### config.mk
export PLATFORM = sky130hd
export DESIGN_NAME = mbm_tx
export DESIGN_NICKNAME = d
export VERILOG_FILES = /design/src/sv/mbm_pkg.sv /design/src/sv/mbm_tx.sv
export SDC_FILE = /design/constraint.sdc
export NUM_CORES = 1
export LEC_CHECK = 0
export BUFFER_PORTS_ARGS = -buffer_cell sky130_fd_sc_hd__buf_4
export CORE_ASPECT_RATIO = 2
export CORE_MARGIN = 10
export CORE_UTILIZATION = 45
export DETAILED_ROUTE_END_ITERATION = 8
export GPL_ROUTABILITY_DRIVEN = 1
export GPL_TIMING_DRIVEN = 0
export PLACE_DENSITY = 0.72
export SLEW_MARGIN = 20
export SYNTH_ARGS = -nofsm -noshare
export SYNTH_HDL_FRONTEND = slang
export SYNTH_SLANG_ARGS = --single-unit
export TNS_END_PERCENT = 100
### constraint.sdc
create_clock -name clk -period 3 [get_ports clk]
set_input_delay 0.15 -clock clk [delete_from_list [all_inputs] [get_ports clk]]
set_output_delay 0.15 -clock clk [all_outputs]
set_load 0.05 [all_outputs]
### src/sv/mbm_pkg.sv
// Shared types, codes and CRC helper for the Modbus RTU master engine.
package mbm_pkg;

  typedef enum logic [2:0] {
    MODE_RD_REGS  = 3'd0,
    MODE_RD_COILS = 3'd1,
    MODE_WR_REG   = 3'd2,
    MODE_WR_COIL  = 3'd3,
    MODE_RX       = 3'd4,
    MODE_GET_REG  = 3'd5,
    MODE_GET_COIL = 3'd6,
    MODE_NONE     = 3'd7
  } mode_t;

  typedef struct packed {
    mode_t       mode;
    logic [7:0]  slave_addr;
    logic [15:0] item_addr;
    logic [15:0] count_or_value;
    logic [7:0]  store_index;
    logic [7:0]  rx_byte;
    logic        rx_last;
  } cmd_t;

  typedef struct packed {
    logic [7:0]  tx_byte;
    logic        tx_valid;
    logic        last;
    logic [1:0]  status;
    logic [15:0] read_value;
  } res_t;

  // request header handed to the frame serializer
  typedef struct packed {
    logic [7:0]  addr;
    logic [7:0]  fn;
    logic [15:0] item;
    logic [15:0] value;
  } frame_t;

  // serializer status back to the sequencer
  typedef struct packed {
    logic       valid;
    logic       last;
    logic [7:0] data;
  } tx_stat_t;

  typedef enum logic [3:0] {
    S_CLEAR, S_IDLE, S_TX, S_APPLY, S_RR_A, S_RR_B, S_RR_C,
    S_CO_A, S_CO_B, S_Q_ADDR, S_Q_DATA
  } state_t;

  localparam logic [1:0] ST_OK       = 2'd0;
  localparam logic [1:0] ST_NO_SLAVE = 2'd1;
  localparam logic [1:0] ST_BAD_LEN  = 2'd2;

  localparam logic [7:0] FN_READ_REGS  = 8'h03;
  localparam logic [7:0] FN_READ_COILS = 8'h01;
  localparam logic [7:0] FN_WRITE_REG  = 8'h06;
  localparam logic [7:0] FN_WRITE_COIL = 8'h05;

  localparam logic [2:0] CFG_MASK  = 3'd0;
  localparam logic [2:0] CFG_ADDR0 = 3'd1;
  localparam logic [2:0] CFG_ADDR1 = 3'd2;
  localparam logic [2:0] CFG_ADDR2 = 3'd3;
  localparam logic [2:0] CFG_ADDR3 = 3'd4;

  localparam logic [15:0] CRC_INIT     = 16'hFFFF;
  // 0x8005 bit-reversed
  localparam logic [15:0] CRC_POLY_REV = 16'hA001;
  localparam logic [8:0]  RX_COUNT_MAX = 9'd511;

  function automatic logic [15:0] crc_byte(input logic [15:0] crc_in, input logic [7:0] b);
    logic [15:0] c;
    c = crc_in ^ {8'h00, b};
    for (int i = 0; i < 8; i++) begin
      c = c[0] ? ((c >> 1) ^ CRC_POLY_REV) : (c >> 1);
    end
    return c;
  endfunction

endpackage

### src/sv/mbm_tx.sv
// Request frame serializer: eight bytes with CRC-16 built byte by byte.
module mbm_tx
  import mbm_pkg::*;
(
  input  logic     clk,
  input  logic     rst,
  input  logic     load,
  input  frame_t   hdr,
  output tx_stat_t tx
);
  frame_t      frame;
  logic [15:0] crc;
  logic [2:0]  k;
  logic        active;
  logic [7:0]  cur;

  always_comb begin
    unique case (k)
      3'd0: cur = frame.addr;
      3'd1: cur = frame.fn;
      3'd2: cur = frame.item[15:8];
      3'd3: cur = frame.item[7:0];
      3'd4: cur = frame.value[15:8];
      3'd5: cur = frame.value[7:0];
      3'd6: cur = crc[7:0];
      default: cur = crc[15:8];
    endcase
  end

  assign tx.valid = active;
  assign tx.last  = active && (k == 3'd7);
  assign tx.data  = cur;

  always_ff @(posedge clk) begin
    if (rst) begin
      active <= 1'b0;
      k      <= 3'd0;
    end else if (load) begin
      active <= 1'b1;
      k      <= 3'd0;
    end else if (active) begin
      k <= k + 3'd1;
      if (k == 3'd7) begin
        active <= 1'b0;
      end
    end
  end

  always_ff @(posedge clk) begin
    if (load) begin
      frame <= hdr;
      crc   <= CRC_INIT;
    end else if (active && (k < 3'd6)) begin
      crc <= crc_byte(crc, cur);
    end
  end
endmodule

==> key figures, run 1 <==
Run
  – Max_cap viols: 0

STA
  – Final hold vios: 0
  – Layout Skew: 6.95 ps
  – RSZ-0062 raised after global routing: yes
  – Final period util: 98.7%
  – Min cycle time layout: 2960 ps
  – Worst-Margin Slew: 647 ps
  – Final Setup Violations: 0
  – Final setup margin: 38.6 ps
  – Max frequency: 0.338 GHz
  – Rel. slew slack: 56.9%
  – Pins Over Slew Limit: 0
  – TNS Setup: 0 ps
  – Fin Hold WS: 378 ps

Setup path
  – CP endpoint kind: flip-flop
  – Crit. Startpoint: k[2]
  – Critical path data arrival time: 3160 ps
  – Crit path max fanout: 7
  – Crit Path Class: flip-flop to flip-flop
  – FF-to-FF End: crc[0]
  – Worst path required time: 3200 ps
  – Worst setup endpoint: crc[0]
  – Worst r2r path cells: 13
  – Startpoint Class: flip-flop
  – Reg2Reg Launch Point: k[2]
  – R2R Setup Slk: 40 ps

Floorplan
  – Floorplan core area: 6520 um^2
  – Initial Utilization: 45.8%
  – Die Span Y: 135 um
  – Die area: 10500 um^2
  – Die width: 77.6 um
  – IO Pins: 61
  – Cell Rows: 42

Layout
  – Finished Layout Cells: 454
  – Layout cells sized above 1: 38.3%
  – Area growth from synthesis to layout: 56.8%
  – Finished Core Util: 71.8%
  – Final Cell Area: 4680 um^2
  – Antenna Cells: 0
  – Nets@finish: 418
  – Filler cells: 451

Hold path
  – Hold path start: load
  – Hold WC Path Type: input port to flip-flop

Place
  – Detailed placement HPWL: 4760 um
  – PortBufs: 60
  – Routability Congestion: 0.811
  – Cell count after placement: 374
  – Pre-CTS setup slack: -382 ps
  – Placed inst area: 3650 um^2

Global routing
  – GR met1 Demand/Resource: 16.2%
  – Global-route wire length before repair: 12800 um
  – Largest net degree at the start of global routing: 54
  – Antenna violations before repair: 0
  – GRT Max-Usage Layer: met2
  – Vias in the first global route: 2650
  – Total grt overflow: 0
  – Total GRT Usage: 15.5%
  – Met3 global-route usage: 4.79%
  – GRT met2 Usage: 27.1%

Synth
  – YS warnings: 0
  – Avg Cell Area, Syn: 13.2 um^2
  – #FFs+latches synth: 68
  – Synth Flop Type: edfxtp_1
  – Netlist cell types: 45
  – Post-synth EDFFs: 48
  – Post-Synthesis Cell Area: 2980 um^2
  – Asr flop ratio synth: 0%
  – Syn_nets: 283
  – Post-synthesis sequential area ratio: 61.7%
  – Synth Instances: 226

Routing
  – Routed WL per cell: 17.7 um
  – Final WL: 8050 um
  – DRT iter0 DRCs: 199
  – Via count: 2423
  – 1st-pass router iterations: 5
  – Routed via count divided by cell count: 5.34
  – Antenna-violating nets left: 0
  – Residual DRC: 0

Clocking
  – CTS Buffer Depth: 2
  – CTS Buf Count: 9
  – CTS tree: built
  – H-tree depth: 3
  – Clock tree sinks: 68
  – Worst skew pair latency: 340 ps
  – Root Buffer: clkbuf_16
  – Clk slew on worst S/H paths: 50 ps

Power and ir drop
  – Internal power: 2.15 mW
  – Switching component of the power: 0.847 mW
  – Tot Pwr: 2.99 mW
  – Flop pwr share: 38.6%
  – Worst VDD drop: 0.428 mV
  – Clock power frac: 31.6%
  – Sw Ratio: 28.3%
  – Logic pwr share: 29.7%
  – Power Dens Cells: 640 nW/um^2
  – Leakage: 1.87 nW

Status
  – Status: complete, no violations
==> timing repair <==
item                       4_1_cts  5_1_grt
hold buffers                    49        0
resized for setup               22       10
pin swaps                       14        6
hold endpoints to repair        52        0
gates cloned                     1        0
setup endpoints to repair        3        2
setup buffers                   12        4
==> synth_stat cells, types with 2 or more instances <==
| master | number | share of area (%) |
|---|---|---|
| buf_6 | 3 | 1.1 |
| edfxtp_1 | 48 | 48 |
| clkbuf_1 | 8 | 1.0 |
| a222oi_1 | 4 | 1.3 |
| dfxtp_1 | 20 | 13 |
| o22a_1 | 2 | 0.59 |
| nand3_1 | 9 | 1.5 |
| ha_1 | 6 | 2.5 |
| mux2_2 | 9 | 3.4 |
| o211ai_1 | 7 | 1.8 |
| nor3_1 | 3 | 0.50 |
| a22oi_1 | 6 | 1.5 |
| a221o_1 | 2 | 0.67 |
| and2_1 | 2 | 0.42 |
| nor2_1 | 8 | 1.0 |
| buf_4 | 2 | 0.50 |
| nand2_1 | 26 | 3.3 |
| xnor2_2 | 2 | 1.1 |
| a221oi_1 | 4 | 1.2 |
| inv_1 | 3 | 0.38 |
| a21oi_1 | 10 | 1.7 |
| xor2_1 | 4 | 1.2 |
| xnor2_1 | 14 | 4.1 |
| mux2_1 | 3 | 1.1 |
==> critical path: stages, from the launching register on <==
cell and delay, ps:
dfxtp_2 350, buf_12 100, buf_8 90, inv_4 30, ha_4 180, or4_4 600, buf_12 180, nor2_4 90
a31oi_4 50, xnor2_2 270, xnor2_2 170, xnor3_2 420, xnor2_1 180, a31oi_1 100
==> worst min-delay path by stage <==
stage               cells after the start   endpoint  slack [ps]
floorplan                               1     active         220
global placement                        1  frame[10]         330
detailed placement                      1  frame[10]         330
CTS                                     1  frame[41]         370
global route                            1  frame[41]         400
finish                                  1  frame[41]         380
==> power by group through the flow <==
stage                     Combinational (mW)  Clock, mW  Sequential (mW)
after floorplan                        0.465          0             1.15
after global placement                 0.614          0             1.16
after detailed placement               0.617          0             1.17
after CTS                              0.792      0.961             1.15
after global routing                   0.940       1.01             1.16
final                                  0.891      0.948             1.16
==> cell usage in the layout (no fill, tap or decap), drive strengths merged, types with 6 or more instances in the layout <==
| cell | count |
|---|---|
| nand3 | 9 |
| buf | 84 |
| dfxtp | 20 |
| a21oi | 10 |
| o211ai | 8 |
| edfxtp | 48 |
| clkbuf | 16 |
| xnor2 | 16 |
| mux2 | 12 |
| nand2 | 26 |
| a22oi | 6 |
| nor2 | 9 |
| ha | 6 |
| dlygate4sd3 | 49 |
==> layout make-up <==
| class | count | area (um^2) | share of cell area [%] |
|---|---|---|---|
| clock buffers | 11 | 243 | 5.19 |
| repair buffers | 126 | 1090 | 23.3 |
| plain buffers | 12 | 96.3 | 2.06 |
| flip-flops and latches | 68 | 1850 | 39.4 |
| well taps | 88 | 110 | 2.35 |
| multi-input cells | 139 | 1250 | 26.7 |
| clock inverters | 5 | 27.5 | 0.588 |
| inverters | 5 | 21.3 | 0.455 |
==> flip-flops by register name (all words and copies together), names as in the netlist <==
register  cells
k             3
frame        48
crc          16
active        1
==> cells by family after synthesis <==
logic type	synth area share [%]
and+or+nand+nor	8.39
muxes	4.86
DFF	61.7
AOI/OAI and AO/OA	11.9
adders and majority gates	2.52
buffers and inverters	3.44
xor gates and xnor gates	7.17
==> metal layers <==
metal	vias to the layer above	wire length, um
met5	-	0
met4	0	234
met3	20	536
met2	91	4350
met1	1189	2930
li1	1123	-
No activity file was read; power rests on OpenSTA's default activity.
==> run 2, diff against run 1 <==
- CORE_ASPECT_RATIO: 2 -> 0.9
- CORE_MARGIN: 10 -> unset
==> run 2 against run 1 <==
- utilization grew 2.4 points
- cell count did not move
- clock power fell by 24%
- count of clock-buffer cells in the layout stayed put
- register-to-register slack hardly changed
- largest cell class unchanged
- largest power group unchanged
==> key figures, run 2 (same netlist as run 1, synthesis figures left out) <==
STA
  – Rel. slew slack: 56.9%
  – Final hold vios: 0
  – Final period util: 99.1%
  – Layout Skew: 3.84 ps
  – Pins Over Slew Limit: 0
  – Max frequency: 0.336 GHz
  – Worst-Margin Slew: 646 ps
  – Min cycle time layout: 2970 ps
  – RSZ-0062 raised after global routing: yes
  – Fin Hold WS: 360 ps
  – Final Setup Violations: 0

Layout
  – Max reg flops: 48
  – Finished Layout Cells: 454
  – Area growth from synthesis to layout: 55.5%
  – Nets@finish: 419
  – Most common cell after layout, fill and taps aside: buf_4
  – Largest Register: frame
  – Finished Core Util: 74.2%
  – Most frequent cells in the layout: 78 x buf_4, 49 x dlygate4sd3_1, 48 x edfxtp_1
  – Final Cell Area: 4640 um^2
  – Layout cells sized above 1: 40.1%
  – Largest registers: frame (48), crc (16), k (3)
  – Antenna Cells: 0

Routing
  – Via count: 2411
  – Routed via count divided by cell count: 5.31
  – Antenna-violating nets left: 0
  – Routed WL per cell: 16.7 um
  – DRT iter0 DRCs: 262
  – Residual DRC: 0
  – Final WL: 7580 um
  – 1st-pass router iterations: 5

Hold path
  – Hold WC Path Type: input port to flip-flop

Setup path
  – Critical path data arrival time: 3190 ps
  – Crit Path Class: flip-flop to flip-flop
  – Startpoint Class: flip-flop
  – Crit path max fanout: 5
  – CP endpoint kind: flip-flop
  – Worst path required time: 3210 ps

Global routing
  – Largest net degree at the start of global routing: 54
  – Antenna violations before repair: 0
  – Total grt overflow: 0
  – Vias in the first global route: 2458
  – Total GRT Usage: 24.1%
  – Global-route wire length before repair: 12000 um

Run
  – Max_cap viols: 0

Place
  – Detailed placement HPWL: 4270 um
  – Placed inst area: 3650 um^2
  – PortBufs: 60
  – Routability Congestion: 0.802
  – Cell count after placement: 373

Floorplan
  – IO Pins: 61
  – Floorplan core area: 6250 um^2
  – Cell Rows: 27
  – Die width: 87.8 um
  – Die Span Y: 79.3 um
  – Initial Utilization: 47.7%
  – Die area: 6960 um^2

Power and ir drop
  – Tot Pwr: 2.80 mW
  – Power Dens Cells: 603 nW/um^2
  – Worst VDD drop: 0.313 mV
  – Leakage: 1.85 nW

Clocking
  – Clk slew on worst S/H paths: 70 ps
  – CTS Buf Count: 9
  – CTS tree: built
  – Worst skew pair latency: 350 ps
  – Root Buffer: clkbuf_8
  – CTS Buffer Depth: 2
  – H-tree depth: 3
  – Clock tree sinks: 68

Status
  – Status: complete, no violations
[run 2: worst paths after layout]
check               from       end  slack (ps)  depth (start not counted)
setup reg to reg    k[1]   crc[14]          30                         12
hold reg to reg   crc[2]    crc[2]         530                          2
setup / recovery    k[1]   crc[14]          30                         12
hold / removal      load  frame[1]         360                          1
[run 2: timing repair]
action,4_1_cts,5_1_grt
hold endpoints to repair,52,0
endpoints found under the setup margin,4,4
hold buffers,49,0
gates resized for setup,20,33
gates cloned,1,0
setup buffers,15,3
pin swaps,14,15
[run 2: final cells by class]
| type | count | area [um^2] |
|---|---|---|
| multi-input combinational | 139 | 1270 |
| timing repair buffer | 128 | 1110 |
| sequential | 68 | 1850 |
| clock buffer | 11 | 131 |
| clock inverter | 5 | 52.6 |
| inverter | 5 | 21.3 |
| tap | 87 | 109 |
| buffer | 11 | 91.3 |
| fill | 377 | 1610 |
[run 2: power by group]
group	leakage, nW	switching (mW)	internal, mW	total (mW)
registers	0.637	0.0559	1.10	1.15
clock network	0.0947	0.338	0.380	0.719
logic	1.11	0.428	0.500	0.927
[run 2: worst max-delay path, stage by stage (launching register included)]
cell and delay (ps):
dfxtp_4 370, ha_4 170, ha_4 150, or4_4 570
buf_12 180, nor2_4 110, a31oi_4 50, xnor2_2 270
xnor2_2 150, xnor3_2 520, buf_6 150, nand2_2 60
o2111ai_2 80
[run 2: metrics by stage]
step | setup slack, ps | setup TNS (ps)
after floorplan | -266 | -667
after global placement | -368 | -955
after detailed placement | -413 | -1060
after CTS | 11.1 | 0
after global routing | -58.3 | -149
final | 26.8 | 0
[run 2: metal layers]
layer | up-vias | wire (um) | GRT usage, %
met5 | - | 0 | 0
met4 | 0 | 135 | 9.02
met3 | 16 | 495 | 6.13
met2 | 99 | 3790 | 40.6
met1 | 1168 | 3160 | 29.5
li1 | 1128 | - | -
==> run 3, diff against run 2 <==
- PLACE_DENSITY: 0.72 -> 0.7
==> run 3 against run 2 <==
- first-iteration DRC count down 19%
- setup slack worse by 17 ps
- register-to-register slack worse by 20 ps
- sequential share of layout area up 0.065 points
- worst hold slack about the same
- die area unchanged
- highest routed layer unchanged
==> key figures, run 3 (same netlist as run 1, synthesis figures left out) <==
Status
  – Status: complete, no violations

STA
  – RSZ-0062 raised after global routing: yes
  – Worst-Margin Slew: 659 ps
  – Pins Over Slew Limit: 0
  – Min cycle time layout: 2990 ps
  – Rel. slew slack: 56.1%
  – Final period util: 99.7%
  – Layout Skew: 10.6 ps
  – Max frequency: 0.334 GHz
  – Final Setup Violations: 0
  – Final hold vios: 0
  – Fin Hold WS: 359 ps

Global routing
  – Global-route wire length before repair: 11600 um
  – Antenna violations before repair: 0
  – Total grt overflow: 0
  – Total GRT Usage: 23.2%
  – Largest net degree at the start of global routing: 54
  – Vias in the first global route: 2423

Clocking
  – Clk slew on worst S/H paths: 70 ps
  – Root Buffer: clkbuf_8
  – H-tree depth: 3
  – CTS tree: built
  – CTS Buffer Depth: 2
  – Worst skew pair latency: 340 ps
  – Clock tree sinks: 68
  – CTS Buf Count: 9

Layout
  – Antenna Cells: 0
  – Final Cell Area: 4630 um^2
  – Largest registers: frame (48), crc (16), k (3)
  – Max reg flops: 48
  – Layout cells sized above 1: 40.8%
  – Most common cell after layout, fill and taps aside: buf_4
  – Most frequent cells in the layout: 79 x buf_4, 49 x dlygate4sd3_1, 48 x edfxtp_1
  – Area growth from synthesis to layout: 55.2%
  – Filler cells: 415
  – Largest Register: frame
  – Nets@finish: 420

Run
  – Max_cap viols: 0

Routing
  – Final WL: 7580 um
  – Routed via count divided by cell count: 5.27
  – Routed WL per cell: 16.7 um
  – 1st-pass router iterations: 4
  – Via count: 2400
  – DRT iter0 DRCs: 213
  – Antenna-violating nets left: 0
  – Residual DRC: 0

Place
  – PortBufs: 60
  – Placed inst area: 3650 um^2
  – Routability Congestion: 0.820
  – Detailed placement HPWL: 4310 um

Setup path
  – CP endpoint kind: flip-flop
  – CP cell instances: ha_4, ha_4, or4_4, buf_12, nor2_4, a31oi_4, xnor2_2, xnor2_2, xnor3_2, buf_6, nand2_2, o2111ai_2
  – Worst path required time: 3210 ps
  – Crit path max fanout: 5
  – Critical path data arrival time: 3200 ps
  – Crit Path Class: flip-flop to flip-flop
  – Critical-path top delay cell: or4_4
  – Worst path max stage delay: 560 ps
  – Startpoint Class: flip-flop

Hold path
  – Hold WC Path Type: input port to flip-flop

Floorplan
  – Initial Utilization: 47.7%
  – Cell Rows: 27
  – Die area: 6960 um^2
  – Floorplan core area: 6250 um^2
  – Die Span Y: 79.3 um
  – Die width: 87.8 um
  – IO Pins: 61

Power and ir drop
  – Leakage: 1.84 nW
  – Worst VDD drop: 0.362 mV
  – Power Dens Cells: 586 nW/um^2
[run 3: changes by cell type in the layout (fill, tap and decap cells not counted)]
cell,delta
clkinvlp_4,+2
buf_12,+1
buf_16,-1
buf_4,+1
bufinv_16,-1
clkinv_1,-1
clkinv_2,+1
clkinv_4,-1
o22a_2,-1
o22a_4,+1
xnor2_1,-1
xnor2_2,+1
[run 3: critical path, delay by kind of cell, from the launching register on]
family | cells | cell delay, ps
xor+xnor | 3 | 950
simple gates | 3 | 720
flops | 1 | 380
fa+ha+maj | 2 | 330
buf+inv | 2 | 330
compound gates | 2 | 140
[run 3: final cells by class]
type	instances	area (um^2)	share of cell area (%)
sequential	68	1850	40.0
multi-input combinational	139	1290	27.8
clock inverter	5	30.0	0.648
clock buffer	11	131	2.84
buffer	11	91.3	1.97
timing repair buffer	129	1110	24.0
inverter	5	21.3	0.459
tap	87	109	2.35
[run 3: metrics by stage]
stage	util (%)	cells	total power, mW	setup slack, ps	setup TNS, ps
after global routing	74.1	455	2.83	-84.0	-212
after detailed placement	58.4	373	1.79	-417	-1070
after global placement	58.4	373	1.77	-381	-989
final	74.1	455	2.71	10.1	0
after floorplan	-	226	1.62	-266	-667
after CTS	72.5	451	2.64	45.5	0
[run 3: per-layer routing]
layer / track usage [%] / wire (um)
met5: 0 / 0
met2: 38.4 / 3920
met3: 6.86 / 463
met1: 29.2 / 3110
met4: 7.05 / 92
[run 3: power by group]
part,switching (mW),internal [mW]
registers,0.0552,1.10
clock network,0.337,0.296
logic,0.441,0.486
[run 3: what timing repair did]
item                       4_1_cts  5_1_grt
hold buffers                    49        0
gates resized for setup         24       32
pin swaps                       16       15
hold endpoints to repair        52        0
setup buffers                   14        6
gates cloned                     1        0
setup endpoints to repair        4        3
[run 3: worst paths after layout]
| kind | startpoint | endpoint | slack (ps) | cells after the start |
|---|---|---|---|---|
| max | k[1] | crc[14] | 10 | 12 |
| min | load | frame[40] | 360 | 1 |
| max reg2reg | k[1] | crc[14] | 10 | 12 |
| min reg2reg | crc[11] | crc[3] | 510 | 2 |
